--- src/hdl/lfu_pkg.sv ---
// Shared types for the LFU cache table.
package lfu_pkg;

  typedef enum logic [1:0] {
    ST_IDLE,
    ST_SCAN,
    ST_UPDATE,
    ST_DONE
  } state_t;

  localparam logic ACT_GET = 1'b0;
  localparam logic ACT_PUT = 1'b1;

  // Update command broadcast from the controller to every cell.
  typedef enum logic [1:0] {
    OP_NONE,
    OP_TOUCH,
    OP_REPLACE,
    OP_INSERT
  } op_t;

endpackage

--- src/hdl/lfu_cell.sv ---
// One entry of the cache table with its scan stage and update logic.
module lfu_cell import lfu_pkg::*; #(
  parameter int COUNT_WIDTH = 16,
  parameter int RANK_WIDTH  = 4
) (
  input  logic                   clk,
  input  logic                   rst,
  // scan token passed along the row
  input  logic                   scan_in,
  output logic                   scan_out,
  input  logic [31:0]            req_key,
  // running search state from the previous cell
  input  logic                   hit_in,
  input  logic [31:0]            hdata_in,
  input  logic [RANK_WIDTH-1:0]  hrank_in,
  input  logic                   vic_in,
  input  logic [COUNT_WIDTH-1:0] vcnt_in,
  input  logic [RANK_WIDTH-1:0]  vrank_in,
  input  logic                   free_in,
  output logic                   hit_out,
  output logic [31:0]            hdata_out,
  output logic [RANK_WIDTH-1:0]  hrank_out,
  output logic                   vic_out,
  output logic [COUNT_WIDTH-1:0] vcnt_out,
  output logic [RANK_WIDTH-1:0]  vrank_out,
  output logic                   free_out,
  // update broadcast
  input  op_t                    op,
  input  logic [RANK_WIDTH-1:0]  tgt_rank,
  input  logic [31:0]            new_key,
  input  logic [31:0]            new_data,
  output logic                   sel
);

  logic                   valid;
  logic [31:0]            key;
  logic [31:0]            data;
  logic [COUNT_WIDTH-1:0] cnt;
  logic [RANK_WIDTH-1:0]  rank;
  logic                   match;
  logic                   hit_sel, vic_sel, free_sel;
  logic                   better;
  logic                   hit_next;
  logic [31:0]            hdata_next;
  logic [RANK_WIDTH-1:0]  hrank_next;
  logic                   vic_next;
  logic [COUNT_WIDTH-1:0] vcnt_next;
  logic [RANK_WIDTH-1:0]  vrank_next;
  logic                   free_next;

  assign match  = valid && key == req_key;
  assign better = !vic_in || cnt < vcnt_in || (cnt == vcnt_in && rank > vrank_in);

  always_comb begin
    hit_next   = hit_in;
    hdata_next = hdata_in;
    hrank_next = hrank_in;
    vic_next   = vic_in;
    vcnt_next  = vcnt_in;
    vrank_next = vrank_in;
    free_next  = free_in;
    if (scan_in && match && !hit_in) begin
      hit_next   = 1'b1;
      hdata_next = data;
      hrank_next = rank;
    end
    if (scan_in && valid && better) begin
      vic_next   = 1'b1;
      vcnt_next  = cnt;
      vrank_next = rank;
    end
    if (scan_in && !valid) free_next = 1'b1;
  end

  // search state moves on to the next cell together with the token
  always_ff @(posedge clk) begin
    scan_out  <= rst ? 1'b0 : scan_in;
    hit_out   <= hit_next;
    hdata_out <= hdata_next;
    hrank_out <= hrank_next;
    vic_out   <= vic_next;
    vcnt_out  <= vcnt_next;
    vrank_out <= vrank_next;
    free_out  <= free_next;
  end

  // Cell keeps its own selection flags from the scan.
  always_ff @(posedge clk) begin
    if (rst) begin
      hit_sel  <= 1'b0;
      vic_sel  <= 1'b0;
      free_sel <= 1'b0;
    end else if (scan_in) begin
      hit_sel  <= match;
      // a later better victim does not clear this flag; the controller picks by rank
      vic_sel  <= valid && better;
      free_sel <= !valid && !free_in;
    end
  end

  always_comb begin
    unique case (op)
      OP_TOUCH:   sel = hit_sel;
      OP_REPLACE: sel = valid && vic_sel && rank == tgt_rank;
      OP_INSERT:  sel = free_sel;
      default:    sel = 1'b0;
    endcase
  end

  always_ff @(posedge clk) begin
    if (rst) begin
      valid <= 1'b0;
    end else begin
      unique case (op) inside
        OP_TOUCH, OP_REPLACE: begin
          if (sel) begin
            rank <= '0;
            if (op == OP_REPLACE) begin
              key  <= new_key;
              data <= new_data;
              cnt  <= COUNT_WIDTH'(1);
            end else begin
              data <= new_data;
              if (cnt != '1) cnt <= cnt + COUNT_WIDTH'(1);
            end
          end else if (valid && rank < tgt_rank) begin
            rank <= rank + RANK_WIDTH'(1);
          end
        end
        OP_INSERT: begin
          if (sel) begin
            valid <= 1'b1;
            key   <= new_key;
            data  <= new_data;
            cnt   <= COUNT_WIDTH'(1);
            rank  <= '0;
          end else if (valid) begin
            rank <= rank + RANK_WIDTH'(1);
          end
        end
        default: ;
      endcase
    end
  end

endmodule

--- src/hdl/lfu_cache_table.sv ---
// Top level of the LFU cache table: controller and row of entry cells.
// Channel  Signals                              Dir
// request  req_valid req_ready action key value in
// result   rsp_valid rsp_ready hit read_value   out
// config   cfg_valid cfg_ready cfg_data         in
// A request runs in steps: the token walks the row one cell per cycle, then
// the update state, then the result is shown until it is taken, and the
// controller returns to idle before the next request is taken.
// Synchronous reset clears all valid bits and occupancy, and sets active_capacity=16.
// The result register holds until taken; the next request is accepted once
// the result is out of the way. Config is taken at any time.
module lfu_cache_table import lfu_pkg::*; #(
  parameter int CAPACITY    = 16,
  parameter int COUNT_WIDTH = 16
) (
  input  logic        clk,
  input  logic        rst,
  input  logic        req_valid,
  output logic        req_ready,
  input  logic        action,
  input  logic [31:0] key,
  input  logic [31:0] value,
  output logic        rsp_valid,
  input  logic        rsp_ready,
  output logic        hit,
  output logic [31:0] read_value,
  input  logic        cfg_valid,
  output logic        cfg_ready,
  input  logic [4:0]  cfg_data
);

  localparam int RW = (CAPACITY > 1) ? $clog2(CAPACITY) : 1;
  localparam int OW = $clog2(CAPACITY + 1);

  state_t st, st_next;
  logic [4:0] active_capacity;
  logic [OW-1:0] occupancy;
  logic req_act;
  logic [31:0] req_key, req_val;

  logic [CAPACITY:0] scan;
  logic [CAPACITY:0] c_hit, c_vic, c_free;
  logic [31:0] c_hdata [CAPACITY+1];
  logic [RW-1:0] c_hrank [CAPACITY+1];
  logic [COUNT_WIDTH-1:0] c_vcnt [CAPACITY+1];
  logic [RW-1:0] c_vrank [CAPACITY+1];
  logic [CAPACITY-1:0] sel;

  logic r_hit, r_vic, r_free;
  logic [31:0] r_hdata;
  logic [RW-1:0] r_hrank, r_vrank;
  op_t op;
  logic [RW-1:0] tgt_rank;
  logic [5:0] cap_eff;
  logic full;

  assign cfg_ready = 1'b1;
  assign req_ready = st == ST_IDLE;

  assign c_hit[0]  = 1'b0;
  assign c_vic[0]  = 1'b0;
  assign c_free[0] = 1'b0;
  assign c_hdata[0] = '0;
  assign c_hrank[0] = '0;
  assign c_vcnt[0]  = '0;
  assign c_vrank[0] = '0;
  assign scan[0] = req_valid && req_ready;

  // Token and running search state move one cell per cycle; cell 0 scans
  // in the accept cycle straight from the key port.
  for (genvar i = 0; i < CAPACITY; i++) begin : g_cell
    lfu_cell #(.COUNT_WIDTH(COUNT_WIDTH), .RANK_WIDTH(RW)) u_cell (
      .clk, .rst,
      .scan_in(scan[i]), .scan_out(scan[i+1]),
      .req_key(i == 0 ? key : req_key),
      .hit_in(c_hit[i]), .hdata_in(c_hdata[i]), .hrank_in(c_hrank[i]),
      .vic_in(c_vic[i]), .vcnt_in(c_vcnt[i]), .vrank_in(c_vrank[i]),
      .free_in(c_free[i]),
      .hit_out(c_hit[i+1]), .hdata_out(c_hdata[i+1]), .hrank_out(c_hrank[i+1]),
      .vic_out(c_vic[i+1]), .vcnt_out(c_vcnt[i+1]), .vrank_out(c_vrank[i+1]),
      .free_out(c_free[i+1]),
      .op, .tgt_rank, .new_key(req_key),
      .new_data(req_act == ACT_PUT ? req_val : r_hdata), .sel(sel[i])
    );
  end

  always_ff @(posedge clk) begin
    if (scan[0]) begin
      req_act <= action;
      req_key <= key;
      req_val <= value;
    end
    if (scan[CAPACITY]) begin
      r_hit   <= c_hit[CAPACITY];
      r_hdata <= c_hdata[CAPACITY];
      r_hrank <= c_hrank[CAPACITY];
      r_vic   <= c_vic[CAPACITY];
      r_vrank <= c_vrank[CAPACITY];
      r_free  <= c_free[CAPACITY];
    end
  end

  assign cap_eff = (active_capacity > 5'(CAPACITY > 31 ? 31 : CAPACITY)) &&
                   CAPACITY < 32 ? 6'(CAPACITY) : {1'b0, active_capacity};
  assign full = 6'(occupancy) >= cap_eff;

  always_comb begin
    op = OP_NONE;
    tgt_rank = '1;
    if (st == ST_UPDATE) begin
      if (r_hit) begin
        if (req_act == ACT_GET || cap_eff != '0) begin
          op = OP_TOUCH;
          tgt_rank = r_hrank;
        end
      end else if (req_act == ACT_PUT && cap_eff != '0) begin
        if (full && r_vic) begin
          op = OP_REPLACE;
          tgt_rank = r_vrank;
        end else if (!full && r_free) begin
          op = OP_INSERT;
        end
      end
    end
  end

  always_comb begin
    st_next = st;
    unique case (st)
      ST_IDLE:   if (req_valid) st_next = ST_SCAN;
      ST_SCAN:   if (scan[CAPACITY]) st_next = ST_UPDATE;
      ST_UPDATE: st_next = ST_DONE;
      ST_DONE:   if (rsp_ready) st_next = ST_IDLE;
      default:   st_next = ST_IDLE;
    endcase
  end

  always_ff @(posedge clk) begin
    if (rst) begin
      st <= ST_IDLE;
      active_capacity <= 5'd16;
      occupancy <= '0;
    end else begin
      st <= st_next;
      if (cfg_valid) active_capacity <= cfg_data;
      if (op == OP_INSERT) occupancy <= occupancy + OW'(1);
    end
  end

  always_ff @(posedge clk) begin
    if (st == ST_UPDATE) begin
      hit <= r_hit;
      read_value <= (r_hit && req_act == ACT_GET) ? r_hdata : 32'd0;
    end
  end

  assign rsp_valid = st == ST_DONE;

endmodule
--- config.mk ---
export PLATFORM = sky130hd
export DESIGN_NAME = lfu_cache_table
export DESIGN_NICKNAME = d
export VERILOG_FILES = /design/src/hdl/lfu_pkg.sv /design/src/hdl/lfu_cell.sv /design/src/hdl/lfu_cache_table.sv
export SDC_FILE = /design/constraint.sdc
export NUM_CORES = 2
export LEC_CHECK = 0
export BUFFER_PORTS_ARGS = -buffer_cell sky130_fd_sc_hd__buf_2
export CORE_MARGIN = 2
export CORE_UTILIZATION = 50
export CTS_CLUSTER_SIZE = 25
export DETAILED_ROUTE_END_ITERATION = 10
export PLACE_DENSITY = 0.65
export SLEW_MARGIN = 10
export SYNTH_ARGS = -nofsm -noshare
export SYNTH_HDL_FRONTEND = slang
export SYNTH_SLANG_ARGS = --single-unit
export TNS_END_PERCENT = 1
--- constraint.sdc ---
create_clock -name clk -period 6.45 [get_ports clk]
set_input_delay 0 -clock clk [delete_from_list [all_inputs] [get_ports clk]]
set_output_delay 0 -clock clk [all_outputs]
set_load 0.05 [all_outputs]
# Word-level counts from Yosys, hierarchy flattened
# Cells that the tools add are included.
[totals]
ff_bits = 2505
input_bits = 75
out_inout_bits = 36
word_cells = 1180
[op_classes]
addsub = 33
order_cmp = 48
n_eq_ne = 153
mux = 304
bitwise = 2
reduce_logical = 371
[ops]
columns = ["op", "n"]
rows = [
  ["two-way mux 32 bit", 49],
  ["two-way mux 16 bit", 78],
  ["case mux 32 bit (2 select lines)", 16],
  ["== test 32 bit", 16],
  ["case mux 16 bit (2 select lines)", 16],
  ["two-way mux 4 bit", 99],
  ["adder 16 x 1 -> 16 bit, second input constant", 16],
  ["!= test 16 bit, second input constant", 16],
  ["== test 16 bit", 15],
  ["< comparator 16 bit", 15],
  ["logical AND 1 bit", 192],
  ["AND reduction 5 bit", 32],
  ["!= test 3 x 1 -> 1 bit, second input constant", 48],
  ["case mux 4 bit (2 select lines)", 16],
  ["!= test 2 x 1 -> 1 bit, second input constant", 35],
  ["adder 4 x 1 -> 4 bit, second input constant", 16],
  ["== test 4 bit", 16],
  ["< comparator 4 bit", 16],
  ["AND reduction 4 bit", 16],
  ["zero test 1 bit", 62],
  ["> comparator 4 bit", 15],
  ["AND reduction 3 bit", 17],
  ["case mux 1 bit (3 select lines)", 16],
  ["AND reduction 2 bit", 16],
  ["other kinds (17)", 62],
]

# Logic depth before layout (Yosys ltp)
[depth]
depth_word = 14
mapped_depth = 17

# Modules after synthesis
# A second synthesis with hierarchy kept.
[unflattened]
hier_cells = 7426
hier_area_um2 = 105174.6
[by_module_without_submodules]
columns = ["mod", "instances", "cells_each", "area_per_inst_um2"]
rows = [
  ["lfu_cell (g_cell[0].u_cell ...)", 12, 445, 6218.5],
  ["lfu_cell (g_cell[8].u_cell)", 1, 443, 6238.5],
  ["lfu_cell (g_cell[7].u_cell)", 1, 447, 6232.2],
  ["lfu_cell (g_cell[14].u_cell)", 1, 442, 6231.0],
  ["lfu_cell (g_cell[9].u_cell)", 1, 442, 6192.2],
  ["lfu_cache_table", 1, 312, 5659.2],
]

# Worst setup path before layout
# Ideal clock, no wire load.
[synth_path]
path_kind = "reg2reg"
start = "register st[0]"
end = "register g_cell[13].u_cell.data[0] (enable)"
setup_ns = 0.461
t_arrival_ns = 5.365
path_slack_ns = 0.624
stages_incl_launch_ff = 11
path_cell_list = "dfxtp_1 inv_1 ha_1 nand2_1 o21a_1 o2bb2ai_1 ha_1 nand4_1 nor2_1 a221oi_1 nor3_1"
[synth_via]
elab_chain_cells = 6
[synth_lines]
columns = ["element", "line_no", "text"]
rows = [
  ["start: declaration", "lfu_cache_table.sv:35", "state_t st, st_next;"],
  ["start signal: assignment", "lfu_cache_table.sv:144", "st <= st_next;"],
  ["== test 2 bit *", "lfu_cache_table.sv:110", "if (st == ST_UPDATE) begin"],
  ["two-way mux 4 bit", "lfu_cache_table.sv:110", ""],
  ["== test 4 bit", "lfu_cell.sv:104", "OP_REPLACE: sel = valid && vic_sel && rank == tgt_rank;"],
  ["logical AND 1 bit", "lfu_cell.sv:104", ""],
  ["case mux 1 bit (3 select lines)", "lfu_cell.sv:102", "unique case (op)"],
  ["AND reduction 3 bit (no line) *", "--", ""],
  ["end signal: assignment", "lfu_cell.sv:120", "data <= new_data;"],
  ["end signal: assignment", "lfu_cell.sv:123", "data <= new_data;"],
  ["end signal: assignment", "lfu_cell.sv:134", "data <= new_data;"],
  ["end: declaration", "lfu_cell.sv:37", "logic [31:0] data;"],
]
# Every way passes the cells marked *; elsewhere a longest branch is shown, timed or not.
# A chain may end at the register's enable or synchronous reset.

# Worst setup path after layout
[layout_path]
start = "register active_capacity[4]"
end = "register g_cell[15].u_cell.cnt[7] (enable)"
[layout_via]
elab_chain_cells = 14
[layout_lines]
columns = ["element", "line_no", "text"]
rows = [
  ["start: declaration", "lfu_cache_table.sv:36", "logic [4:0] active_capacity;"],
  ["start signal: assignment", "lfu_cache_table.sv:145", "if (cfg_valid) active_capacity <= cfg_data;"],
  ["> comparator 5 bit", "lfu_cache_table.sv:103", "assign cap_eff = (active_capacity > 5'(CAPACITY > 31 ? 31 : CAPACITY)) &&"],
  ["two-way mux 5 bit *", "lfu_cache_table.sv:104", "CAPACITY < 32 ? 6'(CAPACITY) : {1'b0, active_capacity};"],
  ["greater-or-equal comparator 5 bit", "lfu_cache_table.sv:105", "assign full = 6'(occupancy) >= cap_eff;"],
  ["zero test 1 bit", "lfu_cache_table.sv:120", "end else if (!full && r_free) begin"],
  ["logical AND 1 bit", "lfu_cache_table.sv:120", ""],
  ["two-way mux 2 bit", "lfu_cache_table.sv:120", ""],
  ["two-way mux 2 bit", "lfu_cache_table.sv:117", "if (full && r_vic) begin"],
  ["two-way mux 2 bit", "lfu_cache_table.sv:116", "end else if (req_act == ACT_PUT && cap_eff != '0) begin"],
  ["two-way mux 2 bit", "lfu_cache_table.sv:111", "if (r_hit) begin"],
  ["two-way mux 2 bit", "lfu_cache_table.sv:110", ""],
  ["== test 2 bit, or another cell as far along", "lfu_cell.sv:102", ""],
  ["case mux 1 bit (3 select lines) or OR reduction 2 bit (tied branches)", "lfu_cell.sv:102, lfu_cell.sv:114", ""],
  ["!= test 2 x 1 -> 1 bit (no line), or another cell as far along", "--", ""],
  ["AND reduction 5 bit (no line) *", "--", ""],
  ["end signal: assignment", "lfu_cell.sv:124", "if (cnt != '1) cnt <= cnt + COUNT_WIDTH'(1);"],
  ["end: declaration", "lfu_cell.sv:38", "logic [COUNT_WIDTH-1:0] cnt;"],
]
# Marks and branches as above.

==> run metrics <==
unrepaired setup endpoints after global routing no; CTS root buf clkbuf_16; total count of hold-check failures in the final report 0; Non-Filler Instances 10.42k; Final #Nets 8034; fraction of registers with async set/reset 0%; Boundary Pins 111; count of maximum capacitance violations 0; PD cells 332.1 nW/um^2; endpoint class of the critical path flip-flop; worst hold slack 0.1568 ns; number of core rows 164; area after detailed placement 103800 sq um; number of vias per cell after detailed routing 5.396; Pwr Total 38.04 mW; Initial DRC Count 3948; Primary FF master, synth edfxtp_1; share of total power in combinational logic 9.8%; maximum number of pins on one net before global-route repair 74; final setup fails 0; number of buffers between clock root and the deepest sink 4; Critical Path RT 6.98 ns; global-route wire length before repair 352300 um; final routed DRC violation total 0; data arrival time of the critical path 5.99 ns; syn_nets 7576; total wire length after detailed routing 233300 um; instance count after placement with tap cells included 9766; setup bufs post-CTS 0; worst rel slew slack 10.59%; HPWL after DPL 151700 um; sink count of the clock tree 2505; Final WS setup 0.9925 ns; Layout Utilization 57.43%; flip-flop and latch count after synthesis 2505; via count of the first global-routing pass 56.82k; Synth Area per Inst 14.13 sq um; critical path class flip-flop to flip-flop; leakage power figure 41.21 nW; worst-path fanout max 16; worst slack at placement 0.8743 ns; number of CTS-inserted buffers 279; setup skew after layout 0.06363 ns; Remaining Overflow, GRT 0; initial core utilization 50.20%; vias after detailed routing 56.20k; Clock Pin Slew Worst Setup and Hold Paths 0.06 ns; fraction of post-synthesis cell area in the top cell type by area 44.53%; Switching Share 24.23%; maximum ir drop on the vdd rail 0.3089 mV; routability congestion estimate 0.8637; mapped cell area 100100 sq um; core area 199500 sq um; portion of the post-synthesis area used by sequential elements 64.93%; startpoint types flip-flop; leading cell type by number of instances after synthesis edfxtp_1; overall track demand over capacity in global routing 22.77%; pin slew with the least headroom to its limit 1.333 ns; sequential group share of total power 48.7%; final setup TNS 0 ns; PostCTS Resize Cnt 0; count of TritonRoute iterations in the first routing pass 6; fillcell total 15.62k; most common library cells after synthesis 1485 x edfxtp_1, 1020 x dfxtp_1, 814 x mux2_2, 465 x xnor2_1, 412 x ha_1; per-cell routed wire length 22.40 um; die footprint 203900 sq um; clock network fraction of total power 41.4%; highest clock frequency the design can meet 183.2 MHz; Design Area, Final 114600 sq um; sw power 9.216 mW; design internal power 28.83 mW; quantity of I/O buffers inserted on ports 109; number of pins with negative max-slew slack in the final report 0; type of the worst min-delay path primary input to flip-flop; fin crit share 84.61%; number of synthesized flops with an enable pin 1485; height of the die 451.5 um; largest area contributor in the synthesized netlist edfxtp_1; status finished, final reports clean; cells after synthesis 7089; DRT antenna net count 0; fraction of final layout cells sized beyond drive strength 1 20.19%; clock period minus worst slack 5.458 ns; number of antenna violations at the first check in global routing 9; Die Width 451.5 um; cell types occupying the most area after synthesis edfxtp_1 45%, dfxtp_1 20%, mux2_2 9.2%; H-tree depth reported by CTS 5; CTS Hold Buffers Added 156; clk_lat worst skew 0.93 ns; layout overhead on the synthesized area 14.40%; TritonCTS clock tree built; Synth cell types 63; total of warnings raised by yosys 0
-- state kept, by name (all words and copies together), names as in the netlist, 32 cells and up --
register,count
g_cell.u_cell.cnt,256
g_cell.u_cell.data,512
g_cell.u_cell.hdata_out,512
g_cell.u_cell.hrank_out,64
g_cell.u_cell.key,512
g_cell.u_cell.rank,64
g_cell.u_cell.vcnt_out,240
g_cell.u_cell.vrank_out,64
r_hdata,32
read_value,32
req_key,32
req_val,32
-- final cells by class --
class	count	area (sq um)	area share, %
Clock buffer	397	8220	7.176
Sequential cell	2505	65010	56.76
Inverter	355	1335	1.165
Multi-Input combinational cell	4019	32640	28.49
Antenna cell	4	10.01	0.008738
Timing Repair Buffer	387	3063	2.674
Tap cell	2656	3323	2.901
Clock inverter	92	948.4	0.8279
-- power by group through the flow --
stage                     Sequential, mW  Clock [mW]  Combinational, mW
after detailed placement            18.9           0               3.66
after CTS                           18.5        16.0               3.76
after global routing                18.6        16.7               4.05
after floorplan                     18.9           0               2.20
final                               18.5        15.8               3.73
after global placement              18.9           0               3.57
-- critical path, cell delays in order (launching register included) --
cell and delay (ns):
dfxtp_1 0.33, inv_1 0.14, nand2_1 0.08, ha_1 0.28
a21o_1 0.10, a21oi_1 0.07, o21a_1 0.27, nor3b_1 0.88
o2bb2ai_2 0.67, ha_1 0.30, and4_1 0.18, nand4_1 0.11
a21oi_1 0.45, or2_2 0.24, nand2_1 0.22, a41oi_2 0.79
-- logic make-up after synthesis --
kind of cell | count (synthesis) | synth area share [%]
DFF | 2505 | 64.93
and+or+nand+nor | 1498 | 7.708
muxes | 878 | 9.831
xor gates and xnor gates | 723 | 6.324
buffers and inverters | 565 | 2.936
AOI/OAI and AO/OA | 507 | 3.121
adders and majority gates | 412 | 5.148
other | 1 | 0.003745
-- final timing paths --
path,startpoint,endpoint,slack [ns],cells past startpoint
worst max-delay path,active_capacity[4],g_cell[15].u_cell.cnt[7],0.99,15
worst min register to register,g_cell[15].u_cell.vrank_out[0],r_vrank[0],0.40,0
worst max register to register,active_capacity[4],g_cell[15].u_cell.cnt[7],0.99,15
worst min-delay path,rst,g_cell[14].u_cell.vic_sel,0.16,4
-- routing by layer --
layer	up-vias	GRT usage [%]	part of all wire, %
met5	-	0	0
met4	0	6.417	2.4
li1	26330	-	-
met3	385	2.904	4.4
met2	1324	37.91	48
met1	28160	31.39	45
-- placed cells by master (no fill, tap or decap), types with 52 or more instances in the layout --
master / Yosys / layout
nand4_1: 189 / 189
buf_4: 5 / 120
mux2_2: 814 / 814
dfxtp_1: 1020 / 1019
buf_2: 44 / 108
a21oi_1: 198 / 198
inv_1: 355 / 354
ha_1: 412 / 410
xor2_1: 258 / 258
nor2b_1: 88 / 84
o21a_1: 52 / 52
nor2_1: 411 / 397
edfxtp_1: 1485 / 1485
clkbuf_1: 64 / 61
clkbuf_16: 0 / 299
nand3_1: 171 / 171
and3_1: 58 / 58
nand2_1: 198 / 198
and2_1: 101 / 92
dlygate4sd3_1: 0 / 156
o21ai_0: 90 / 90
xnor2_1: 465 / 465
No activity file was read; power rests on OpenSTA's default activity.
